`config.mk`:
```
export PLATFORM = sky130hd
export DESIGN_NAME = radix_number_parser_unit
export DESIGN_NICKNAME = d
export VERILOG_FILES = /design/src/hdl/rnp_pkg.sv /design/src/hdl/rnp_front.sv /design/src/hdl/rnp_queue.sv /design/src/hdl/rnp_back.sv /design/src/hdl/radix_number_parser_unit.sv
export SDC_FILE = /design/constraint.sdc
export NUM_CORES = 1
export LEC_CHECK = 0
export ABC_AREA = 1
export ABC_CLOCK_PERIOD_IN_PS = 10100
export BUFFER_PORTS_ARGS = -buffer_cell sky130_fd_sc_hd__clkbuf_2
export CORE_AREA = 2 2 117 204
export DETAILED_ROUTE_END_ITERATION = 10
export DIE_AREA = 0 0 119 206
export MAX_ROUTING_LAYER = met4
export PLACE_DENSITY = 0.77
export RECOVER_POWER = 100
export SYNTH_ARGS = -nofsm -noshare
export SYNTH_HDL_FRONTEND = slang
export SYNTH_SLANG_ARGS = --single-unit
```
`constraint.sdc`:
```
create_clock -name clk -period 10.1 [get_ports clk]
set_input_delay 2.02 -clock clk [delete_from_list [all_inputs] [get_ports clk]]
set_output_delay 2.02 -clock clk [all_outputs]
set_load 0.03 [all_outputs]
```
`src/hdl/rnp_pkg.sv`:
```
// Shared types, codes and character helpers for the radix number parser.
package rnp_pkg;

	// Result status codes
	localparam logic [1:0] ST_TOO_MANY  = 2'd0;
	localparam logic [1:0] ST_NO_NUMBER = 2'd1;
	localparam logic [1:0] ST_OTHER     = 2'd2;

	// Configuration register indexes
	localparam logic [1:0] CFG_RADIX       = 2'd0;
	localparam logic [1:0] CFG_MAX_DIGITS  = 2'd1;
	localparam logic [1:0] CFG_ALLOW_MINUS = 2'd2;

	// Reset values of the configuration registers
	localparam logic [5:0] RADIX_RESET      = 6'd10;
	localparam logic [5:0] MAX_DIGITS_RESET = 6'd10;
	localparam logic       ALLOW_MINUS_RESET = 1'b1;

	// Usable range of the base
	localparam logic [5:0] RADIX_MIN = 6'd2;
	localparam logic [5:0] RADIX_MAX = 6'd36;

	// ASCII characters of interest
	localparam logic [7:0] CH_ZERO    = 8'h30;
	localparam logic [7:0] CH_NINE    = 8'h39;
	localparam logic [7:0] CH_LOWER_A = 8'h61;
	localparam logic [7:0] CH_LOWER_Z = 8'h7A;
	localparam logic [7:0] CH_UPPER_A = 8'h41;
	localparam logic [7:0] CH_UPPER_Z = 8'h5A;
	localparam logic [7:0] CH_MINUS   = 8'h2D;
	localparam logic [5:0] LETTER_BASE = 6'd10;

	// One classified byte as it travels from the front end to the back end.
	typedef struct packed {
		logic [7:0] char_in;
		logic       restart;
		logic       is_digit;  // a digit whose value is below the base
		logic [5:0] digit;
		logic       minus_ok;  // a minus sign that may set the sign flag
	} rnp_item_t;

	// Base with out-of-range settings pulled into 2..36.
	function automatic logic [5:0] clamp_radix(input logic [5:0] r);
		logic [5:0] res;
		res = r;
		if (r < RADIX_MIN)
			res = RADIX_MIN;
		else if (r > RADIX_MAX)
			res = RADIX_MAX;
		return res;
	endfunction

	// Digit value of a character; the flag is low for anything that is no digit.
	function automatic logic [6:0] digit_of(input logic [7:0] c);
		logic [6:0] res;
		res = '0;
		if (c inside {[CH_ZERO:CH_NINE]})
			res = {1'b1, 6'(c - CH_ZERO)};
		else if (c inside {[CH_LOWER_A:CH_LOWER_Z]})
			res = {1'b1, 6'(c - CH_LOWER_A) + LETTER_BASE};
		else if (c inside {[CH_UPPER_A:CH_UPPER_Z]})
			res = {1'b1, 6'(c - CH_UPPER_A) + LETTER_BASE};
		return res;
	endfunction

endpackage

```
`src/hdl/rnp_front.sv`:
```
// Front end: takes bytes from the input stream and classifies them.
module rnp_front (
	input  logic              s_valid,
	output logic              s_ready,
	input  logic [7:0]        char_in,
	input  logic              restart,
	input  logic [5:0]        radix,
	input  logic              allow_minus,
	input  logic              q_full,
	output logic              push,
	output rnp_pkg::rnp_item_t item
);
	import rnp_pkg::*;

	logic [6:0] dv;
	logic [5:0] base;

	assign base    = clamp_radix(radix);
	assign dv      = digit_of(char_in);
	assign s_ready = !q_full;
	assign push    = s_valid && !q_full;

	always_comb begin
		item.char_in  = char_in;
		item.restart  = restart;
		item.digit    = dv[5:0];
		item.is_digit = dv[6] && (dv[5:0] < base);
		item.minus_ok = (char_in == CH_MINUS) && allow_minus;
	end

endmodule

```
`src/hdl/rnp_queue.sv`:
```
// Short queue of classified bytes between the front end and the back end.
module rnp_queue (
	input  logic               clk,
	input  logic               arst_n,
	input  logic               push,
	input  rnp_pkg::rnp_item_t wr_item,
	output logic               full,
	input  logic               pop,
	output logic               not_empty,
	output rnp_pkg::rnp_item_t rd_item
);
	import rnp_pkg::*;

	localparam int DEPTH = 4;
	localparam int PW    = $clog2(DEPTH);

	rnp_item_t      mem_q [DEPTH];
	logic [PW-1:0]  wr_ptr_q;
	logic [PW-1:0]  rd_ptr_q;
	logic [PW:0]    count_q;
	logic           do_pop;

	assign full      = (count_q == (PW+1)'(DEPTH));
	assign not_empty = (count_q != '0);
	assign rd_item   = mem_q[rd_ptr_q];
	assign do_pop    = pop && not_empty;

	always_ff @(posedge clk) begin
		if (push)
			mem_q[wr_ptr_q] <= wr_item;
	end

	always_ff @(posedge clk or negedge arst_n) begin
		if (!arst_n) begin
			wr_ptr_q <= '0;
			rd_ptr_q <= '0;
			count_q  <= '0;
		end else begin
			if (push)
				wr_ptr_q <= wr_ptr_q + 1'b1;
			if (do_pop)
				rd_ptr_q <= rd_ptr_q + 1'b1;
			if (push && !do_pop)
				count_q <= count_q + 1'b1;
			else if (!push && do_pop)
				count_q <= count_q - 1'b1;
		end
	end

	a_no_overflow: assert property (@(posedge clk) disable iff (!arst_n)
		full |-> !push)
		else $error("queue written while full");

	a_count_bound: assert property (@(posedge clk) disable iff (!arst_n)
		count_q <= (PW+1)'(DEPTH))
		else $error("queue count beyond depth");

endmodule

```
`src/hdl/rnp_back.sv`:
```
// Back end: number state, multiply-add of each digit, and the result register.
module rnp_back #(
	parameter int VALUE_WIDTH = 32
) (
	input  logic                   clk,
	input  logic                   arst_n,
	input  logic                   q_valid,
	input  rnp_pkg::rnp_item_t     item,
	output logic                   pop,
	input  logic [5:0]             radix,
	input  logic [5:0]             max_digits,
	output logic                   out_valid,
	input  logic                   out_ready,
	output logic [1:0]             status,
	output logic [VALUE_WIDTH-1:0] value,
	output logic                   is_negative,
	output logic [7:0]             end_byte,
	output logic [5:0]             digit_count
);
	import rnp_pkg::*;

	logic [VALUE_WIDTH-1:0] acc_q;
	logic [5:0]             cnt_q;
	logic                   neg_q;
	logic                   out_valid_q;
	logic [1:0]             status_q;
	logic [VALUE_WIDTH-1:0] value_q;
	logic                   neg_out_q;
	logic [7:0]             end_byte_q;
	logic [5:0]             count_out_q;

	logic [VALUE_WIDTH-1:0] acc;
	logic [5:0]             cnt;
	logic                   neg;
	logic [5:0]             base;
	logic [VALUE_WIDTH+5:0] prod;
	logic [VALUE_WIDTH-1:0] acc_next;
	logic                   res;
	logic [1:0]             res_status;
	logic                   take_digit;
	logic                   take_minus;

	assign pop  = q_valid && (!out_valid_q || out_ready);
	assign base = clamp_radix(radix);

	// State as seen by this byte, after an optional restart.
	assign acc = item.restart ? '0 : acc_q;
	assign cnt = item.restart ? '0 : cnt_q;
	assign neg = item.restart ? 1'b0 : neg_q;

	assign prod     = acc * base;
	assign acc_next = prod[VALUE_WIDTH-1:0] + VALUE_WIDTH'(item.digit);

	always_comb begin
		res        = 1'b0;
		res_status = ST_OTHER;
		take_digit = 1'b0;
		take_minus = 1'b0;
		if (item.is_digit) begin
			if (cnt < max_digits) begin
				take_digit = 1'b1;
			end else begin
				res        = 1'b1;
				res_status = ST_TOO_MANY;
			end
		end else if (cnt == '0) begin
			if (item.minus_ok) begin
				take_minus = 1'b1;
			end else begin
				res        = 1'b1;
				res_status = ST_NO_NUMBER;
			end
		end else begin
			res        = 1'b1;
			res_status = ST_OTHER;
		end
	end

	always_ff @(posedge clk or negedge arst_n) begin
		if (!arst_n) begin
			acc_q       <= '0;
			cnt_q       <= '0;
			neg_q       <= 1'b0;
			out_valid_q <= 1'b0;
		end else begin
			if (pop) begin
				if (res) begin
					acc_q <= '0;
					cnt_q <= '0;
					neg_q <= 1'b0;
				end else if (take_digit) begin
					acc_q <= acc_next;
					cnt_q <= cnt + 1'b1;
					neg_q <= neg;
				end else begin
					acc_q <= acc;
					cnt_q <= cnt;
					neg_q <= neg || take_minus;
				end
			end
			if (pop && res)
				out_valid_q <= 1'b1;
			else if (out_ready)
				out_valid_q <= 1'b0;
		end
	end

	always_ff @(posedge clk) begin
		if (pop && res) begin
			status_q    <= res_status;
			value_q     <= acc;
			neg_out_q   <= neg;
			end_byte_q  <= item.char_in;
			count_out_q <= cnt;
		end
	end

	assign out_valid   = out_valid_q;
	assign status      = status_q;
	assign value       = value_q;
	assign is_negative = neg_out_q;
	assign end_byte    = end_byte_q;
	assign digit_count = count_out_q;

	a_clear_after_result: assert property (@(posedge clk) disable iff (!arst_n)
		(pop && res) |=> (cnt_q == '0 && acc_q == '0 && !neg_q))
		else $error("number state not cleared after a result");

	a_pop_needs_room: assert property (@(posedge clk) disable iff (!arst_n)
		pop |-> (!out_valid_q || out_ready))
		else $error("byte taken while the result register is blocked");

	a_result_from_pop: assert property (@(posedge clk) disable iff (!arst_n)
		(!out_valid_q ##1 out_valid_q) |-> $past(pop && res))
		else $error("result appeared without a finished number");

endmodule

```
`src/hdl/radix_number_parser_unit.sv`:
```
// Top level of the radix number parser: ports, configuration registers, parts.
//
// The block reads a text stream one byte per transfer on the slave side
// (s_axis_*) and builds an unsigned integer in a base from 2 to 36. When a
// number ends, one result transfer leaves on the master side (m_axis_*)
// with its status, value, sign flag, ending byte and digit count. Bytes that
// extend a number, or a leading minus sign, give no result.
// Configuration goes through the cfg_* channel: index 0 sets the base,
// index 1 the digit limit and index 2 whether a leading minus is accepted.
// It is always ready and should be written only while the block is idle.
// Throughput is one byte per clock cycle while the master side does not stall;
// the back end does the digit multiply-add for each byte as it takes it from
// the queue. A result is registered when the back end takes the byte that
// ended the number, after that byte has passed through the queue.
// A four-entry queue sits between the classifying front end and the back
// end; while the master side stalls, the queue fills and then s_axis_tready
// falls, so no byte or result is lost.
// Reset clears the number state and the queue and loads the default
// configuration: base 10, a limit of ten digits and minus allowed.
module radix_number_parser_unit #(
	parameter int VALUE_WIDTH = 32
) (
	input  logic clk,
	input  logic arst_n,

	input  logic       s_axis_tvalid,
	output logic       s_axis_tready,
	input  logic [7:0] s_axis_tdata,  // char_in
	input  logic       s_axis_tuser,  // restart

	output logic m_axis_tvalid,
	input  logic m_axis_tready,
	// value, is_negative, end_byte, digit_count from bit 0 up, zero padded
	output logic [((VALUE_WIDTH+15+7)/8)*8-1:0] m_axis_tdata,
	output logic [1:0] m_axis_tuser,  // status

	input  logic       cfg_valid,
	output logic       cfg_ready,
	input  logic [1:0] cfg_index,
	input  logic [5:0] cfg_data
);
	import rnp_pkg::*;

	localparam int OUT_W = ((VALUE_WIDTH + 15 + 7) / 8) * 8;

	logic [5:0] radix_q;
	logic [5:0] max_digits_q;
	logic       allow_minus_q;

	rnp_item_t  front_item;
	rnp_item_t  head_item;
	logic       push;
	logic       q_full;
	logic       q_valid;
	logic       pop;

	logic [1:0]             status;
	logic [VALUE_WIDTH-1:0] value;
	logic                   is_negative;
	logic [7:0]             end_byte;
	logic [5:0]             digit_count;

	// The configuration registers accept a write in every cycle; an index
	// beyond the list is taken and ignored.
	assign cfg_ready = 1'b1;

	always_ff @(posedge clk or negedge arst_n) begin
		if (!arst_n) begin
			radix_q       <= RADIX_RESET;
			max_digits_q  <= MAX_DIGITS_RESET;
			allow_minus_q <= ALLOW_MINUS_RESET;
		end else if (cfg_valid) begin
			case (cfg_index)
				CFG_RADIX:       radix_q       <= cfg_data;
				CFG_MAX_DIGITS:  max_digits_q  <= cfg_data;
				CFG_ALLOW_MINUS: allow_minus_q <= cfg_data[0];
				default: ;
			endcase
		end
	end

	// Front end: classifies each byte against the current base.
	rnp_front u_front (
		.s_valid     (s_axis_tvalid),
		.s_ready     (s_axis_tready),
		.char_in     (s_axis_tdata),
		.restart     (s_axis_tuser),
		.radix       (radix_q),
		.allow_minus (allow_minus_q),
		.q_full      (q_full),
		.push        (push),
		.item        (front_item)
	);

	// Queue that decouples the front end from the back end.
	rnp_queue u_queue (
		.clk       (clk),
		.arst_n    (arst_n),
		.push      (push),
		.wr_item   (front_item),
		.full      (q_full),
		.pop       (pop),
		.not_empty (q_valid),
		.rd_item   (head_item)
	);

	// Back end: accumulates digits and registers each finished number.
	rnp_back #(
		.VALUE_WIDTH (VALUE_WIDTH)
	) u_back (
		.clk         (clk),
		.arst_n      (arst_n),
		.q_valid     (q_valid),
		.item        (head_item),
		.pop         (pop),
		.radix       (radix_q),
		.max_digits  (max_digits_q),
		.out_valid   (m_axis_tvalid),
		.out_ready   (m_axis_tready),
		.status      (status),
		.value       (value),
		.is_negative (is_negative),
		.end_byte    (end_byte),
		.digit_count (digit_count)
	);

	assign m_axis_tuser = status;
	assign m_axis_tdata = OUT_W'({digit_count, end_byte, is_negative, value});

endmodule
```
### Word level (Yosys, flattened, before mapping)

Memory sizes are Yosys's and may differ from the RTL's.
Cells that the tools add are included.

| operators by class | value |
|---|---|
| add/sub/neg operators | 11 |
| $mul | 1 |
| $lt $le $gt $ge | 10 |
| eq/ne operators | 4 |
| multiplexer cells | 33 |
| reduce and logical (&&, ||, !) cells | 25 |

Operators by type and width:

| operator | number |
|---|---|
| two-way mux 32 bit | 3 |
| adder 32 x 6 -> 32 bit | 1 |
| multiplier 32 x 6 -> 32 bit | 1 |
| two-way mux 6 bit | 5 |
| two-way mux 7 bit | 3 |
| >= comparator 8 x 7 -> 1 bit (second input constant) | 2 |
| less-or-equal comparator 8 x 7 -> 1 bit (second input constant) | 2 |
| two-way mux 1 bit | 16 |
| adder 6 x 4 -> 6 bit (second input constant) | 2 |
| < comparator 6 bit | 2 |
| subtractor 6 bit (second input constant) | 2 |
| logical AND 1 bit | 11 |
| equality test 8 x 6 -> 1 bit (second input constant) | 1 |
| >= comparator 8 x 6 -> 1 bit (second input constant) | 1 |
| less-or-equal comparator 8 x 6 -> 1 bit (second input constant) | 1 |
| two-way mux 2 bit | 4 |
| adder 6 x 1 -> 6 bit (second input constant) | 1 |
| > comparator 6 bit (second input constant) | 1 |
| logical NOT 6 bit | 1 |
| < comparator 6 x 2 -> 1 bit (second input constant) | 1 |
| two-way mux 3 bit | 2 |
| AND reduction 2 bit | 3 |
| subtractor 6 x 1 -> 6 bit (second input constant) | 1 |
| adder 2 x 1 -> 2 bit (second input constant) | 2 |
| 10 further kinds | 15 |

| storage, ports and cells | value |
|---|---|
| bits in registers | 109 |
| bits in writable memories | 68 |
| input port bits | 22 |
| word-level logic and storage cells | 100 |
| memories | 1 |

Memories:

| memory | depth | width | read ports | clocked after memory_dff | write ports | line | source |
|---|---|---|---|---|---|---|---|
| u_queue.mem_q | 4 | 17 | 1 | 0 | 1 | rnp_queue.sv:17 | `rnp_item_t mem_q [DEPTH];` |

### Logic depth before layout (Yosys ltp)

An unclocked memory read counts as a cell.

| logic depth | value |
|---|---|
| depth in word-level cells | 8 |
| gate-level depth with buffers | 34 |

### Cells and area by module

From an unflattened synthesis, not the netlist that was laid out.

| unflattened totals | value |
|---|---|
| cells, all modules | 1,597 |
| area total of the unflattened synthesis | 14,053.5 µm² |

By module, submodules not included:

| module | times used | cells an instance | area an instance (µm²) | seq. area each (µm²) |
|---|---|---|---|---|
| rnp_back | 1 | 1,144 | 9,490.4 | 2,472.4 |
| rnp_queue | 1 | 253 | 3,168.0 | 2,217.1 |
| rnp_front | 1 | 134 | 790.8 | 0.0 |
| radix_number_parser_unit | 1 | 66 | 604.3 | 331.6 |

### Worst setup path before layout

OpenSTA, ideal clock, no wires.

| timing | value |
|---|---|
| kind | in2reg |
| start | input m_axis_tready |
| end | register u_back.count_out_q[0], in the netlist u_back.digit_count[0] (enable) |
| library setup time | 0.456 ns |
| arrival | 4.987 ns |
| required time | 9.644 ns |
| path slack | 4.658 ns |
| stages | 5 |
| path through | nor2_1 > a31oi_1 > inv_1 > clkbuf_1 > nor2_1 |

| between the ends | value |
|---|---|
| word-level cells in the longest chain between the ends | 3 |

Ends and longest elaborated chain:

| element | line | source |
|---|---|---|
| start, declared | radix_number_parser_unit.sv:32 | `input logic m_axis_tready,` |
| logical OR 1 bit | rnp_back.sv:43 | `assign pop = q_valid && (!out_valid_q \|\| out_ready);` |
| logical AND 1 bit | rnp_back.sv:43 |  |
| logical AND 1 bit | rnp_back.sv:109 | `if (pop && res) begin` |
| end signal, assigned | rnp_back.sv:114 | `count_out_q <= cnt;` |
| end, declared | rnp_back.sv:30 | `logic [5:0] count_out_q;` |

No other way between the ends.
A chain may end at the register's enable or synchronous reset.

### Final worst setup path

| timing | value |
|---|---|
| start | input m_axis_tready |
| end | register u_back.neg_q |

| between the ends | value |
|---|---|
| word-level cells in the longest chain between the ends | 2 |

Ends and longest elaborated chain:

| element | line | source |
|---|---|---|
| logical OR 1 bit | rnp_back.sv:43 |  |
| logical AND 1 bit | rnp_back.sv:43 |  |
| end signal, assigned | rnp_back.sv:94 | `neg_q <= neg;` |
| end signal, assigned | rnp_back.sv:98 | `neg_q <= neg \|\| take_minus;` |
| end, declared | rnp_back.sv:24 | `logic neg_q;` |

No other way between the ends.

==> results.md <==
* Status: complete, but fails checks
* Failing checks: capacitance limit, slew limit
* Final Setup Violations at 0
* Synth top area share at 26.07%
* Critical path's top delay family: compound AO/OA/AOI/OAI gates
* WHS Path Cells at 2
* Internal Pwr Total at 2.039 mW
* Vias in the first global route at 11,390
* Comb pwr share at 54.7%
* DP Wirelength at 24,610 um
* Sink Count at 177
* Core area at 0.02305 mm2
* Hold EP: max_digits_q[5]
* Die height at 206 um
* Layout area overhead at 7.937%
* Syn Nets at 1,736
* FF-to-FF End: u_back.neg_q
* Cell area after layout at 0.01455 mm2
* Remaining antenna violation count at 0
* Root Driver: clkbuf_16
* Most frequent cells in the layout: nor2_1 (284), nand2_1 (243), inv_1 (190), edfxtp_1 (117), o21ai_0 (115)
* Worst slack, placed at 3.465 ns
* Nets@finish at 1,789
* Endpoints failing hold at 0
* Crit Path Max Fanout at 37
* Finished Layout Cells at 1,881
* CP Cell Sequence: clkbuf_1 -> nor2_1 -> a31oi_1 -> nand2_1 -> inv_1 -> o21ai_0 -> o21ai_0
* Commonest non-fill, non-tap cell in the layout: nor2_1
* Slowest-stage cell, CP: a31oi_1
* PD cells at 278.2 mW/mm2
* Pin count of the biggest net entering global routing at 61
* Iter 0 DRT Violations at 726
* Min-delay src: max_digits_q[5]
* Critical Path AT at 7.95 ns
* Seq pwr share at 29.0%
* Slew @ Worst Pin at 3.873 ns
* GRT Total Usage at 30.37%
* Placement-stage cell area at 0.01410 mm2
* Sequential element share of the synthesized area at 37.25%
* Asr flop ratio synth at 33.90%
* Layout cells sized above 1 at 4.185%
* Largest stage delay, worst path at 2.64 ns
* Post-route minimum period at 7.609 ns
* Fin Clk Skew at 0.01167 ns
* Top post-synthesis cells by area: edfxtp_1 (26%), fa_1 (17%), dfrtp_1 (10%), ha_1 (8.4%), nor2_1 (7.9%)
* #FFs+latches synth at 177
* Fin worst setup slack at 2.491 ns
* Average cell area after synthesis at 8.921 um2
* Critical path depth in cells at 7
* TNS Setup at 0 ns
* Rel. slew slack at -159.4%
* Syn Inst Count at 1,511
* CTS tree: done
* Library cells used by synthesis at 45
* Grt total ovfl at 0
* Final Cycle Share at 75.34%
* Pre-antenna DRT Iters at 7
* CP endpoint kind: flip-flop
* Worst path bufs/invs at 2
* Hold_buf cts at 0
* Routed wire per std cell at 18.10 um
* Max cap viols at 3
* RSZ-0062 raised after global routing: no
* Starting density of the core at 58.47%
* First-pass GRT wire length at 55,630 um
* Critical path required time at 10.44 ns
* Die ar. at 0.02451 mm2
* Worst R2R Start: u_queue.rd_ptr_q[1]
* Mapped Area at 0.01348 mm2
* Top FF cell, synth: edfxtp_1
* GP Congestion at 0.9710
* Num CTS Buffers at 17
* Sw Ratio at 49.61%
* Antenna violations before repair at 0
* Static Leakage at 6.674 nW
* Setup crit start kind: primary input
* Slew Limit Fails at 131
* Final wirelength at 34,040 um
* FMAX at 131.4 MHz
* Setup bufs post-CTS at 0
* Syn. warnings at 0
* Cells on worst reg2reg path at 13
* Number of vias per cell at 5.740
* Type of the tightest min-delay check: flip-flop to flip-flop
* Die W at 119 um
* Placed Cells incl. Taps at 1,849
* Clock tree buffer depth at 2
* Post-synth EDFFs at 117
* Reg2reg setup slack at 2.56 ns
* # rows at 74
* Later-pin clock latency in the skew report at 0.46 ns
* Io pins at 75
* Diodes inserted at 0
* Htree depth at 4
* Max VDD drop at 0.2935 mV
* Sw Pwr at 2.008 mW
* Clock transition at path regs at 0.08 ns
* Synth area leader: edfxtp_1
* Clock power frac at 16.3%
* CP Class: primary input to flip-flop
* Residual DRC at 0
* Top cell by count, worst path: o21ai_0
* Vias at 10,800
* Post-CTS sizing at 0
* Port bufs at 72
[worst max path at each step]
stage,start,end,slack (ns)
after floorplan,m_axis_tready,u_back.digit_count[0],4.66
after global placement,u_queue.rd_ptr_q[1],u_back.acc_q[25],3.65
after detailed placement,u_queue.rd_ptr_q[1],u_back.acc_q[25],3.47
after CTS,u_queue.rd_ptr_q[1],u_back.acc_q[25],3.48
after global routing,u_queue.rd_ptr_q[1],u_back.neg_q,2.07
final,m_axis_tready,u_back.neg_q,2.49
[cell families (layout without fill, tap and decap cells)]
kind of cell / after synthesis / in the layout / synth area share, %
other: 2 / 2 / 0.05572
AOI/OAI and AO/OA: 236 / 236 / 9.784
DFF: 177 / 177 / 37.25
and+or+nand+nor: 615 / 615 / 18.27
xor gates and xnor gates: 35 / 35 / 2.274
adders and majority gates: 203 / 203 / 25.14
buffers and inverters: 243 / 309 / 7.231
[layout make-up]
type	count	area [um2]
clock buffers	17	425.4
clock inverters	15	165.2
fillers	1949	8506
inverters	192	725.7
multi-input cells	1091	7470
flip-flops and latches	177	5021
well taps	304	380.4
repair buffers	85	361.6
[tightest hold or removal path: stages (launching register included)]
cell and delay, ns:
dfrtp_1 0.35, nand2_1 0.05, o21ai_0 0.06
[state kept, by name, summed over array words and instances (netlist names), 3 cells and up]
register / count
u_back.digit_count: 6
u_back.end_byte: 8
max_digits_q: 6
u_queue.mem_q: 68
radix_q: 6
u_back.cnt_q: 6
u_back.acc_q: 32
u_back.value: 32
u_queue.count_q: 3
[power groups by stage]
stage	sequential [mW]	clock [mW]	combinational (mW)
after floorplan	1.38	0	1.43
after global placement	1.18	0	2.19
after CTS	1.17	0.667	2.26
final	1.17	0.661	2.21
after global routing	1.19	0.695	2.47
after detailed placement	1.18	0	2.24
[routing by layer]
metal  GRT usage, %  share of wire (%)
met1          30.40                 35
met2          53.72                 53
met3          4.249                4.0
met4          22.19                7.6
met5              -                  0
[synthesized netlist by cell type, types with 2 or more instances]
master	n
a21o_1	4
o21ai_0	104
a21oi_1	59
o21a_1	5
a21oi_2	6
nor2_1	282
inv_1	187
ha_1	90
nand3b_1	2
conb_1	2
buf_1	5
edfxtp_1	117
nor2_2	3
buf_2	13
o22ai_1	28
a32o_1	3
buf_4	3
a31oi_1	2
xor2_1	16
inv_2	4
fa_1	113
nor4_1	4
nor3_1	12
nand2_2	6
dfrtp_1	55
xnor2_1	19
o211ai_1	4
o21bai_1	2
dfstp_2	5
o31ai_1	2
clkbuf_1	26
buf_6	4
o21ai_1	11
nand4_1	6
nand2_1	238
nand3_1	60
[through the flow]
stage / hold slack, ns / util [%] / total power [mW]
2_1_floorplan: 0.4492 / - / 2.813
3_5_place_dp: 0.4743 / 61.15 / 3.422
6_report: 0.4896 / 63.11 / 4.047
3_3_place_gp: 0.4628 / 61.15 / 3.367
4_1_cts: 0.4917 / 63.71 / 4.098
5_1_grt: 0.5166 / 63.11 / 4.358
Power figures use the tool's default switching activity.
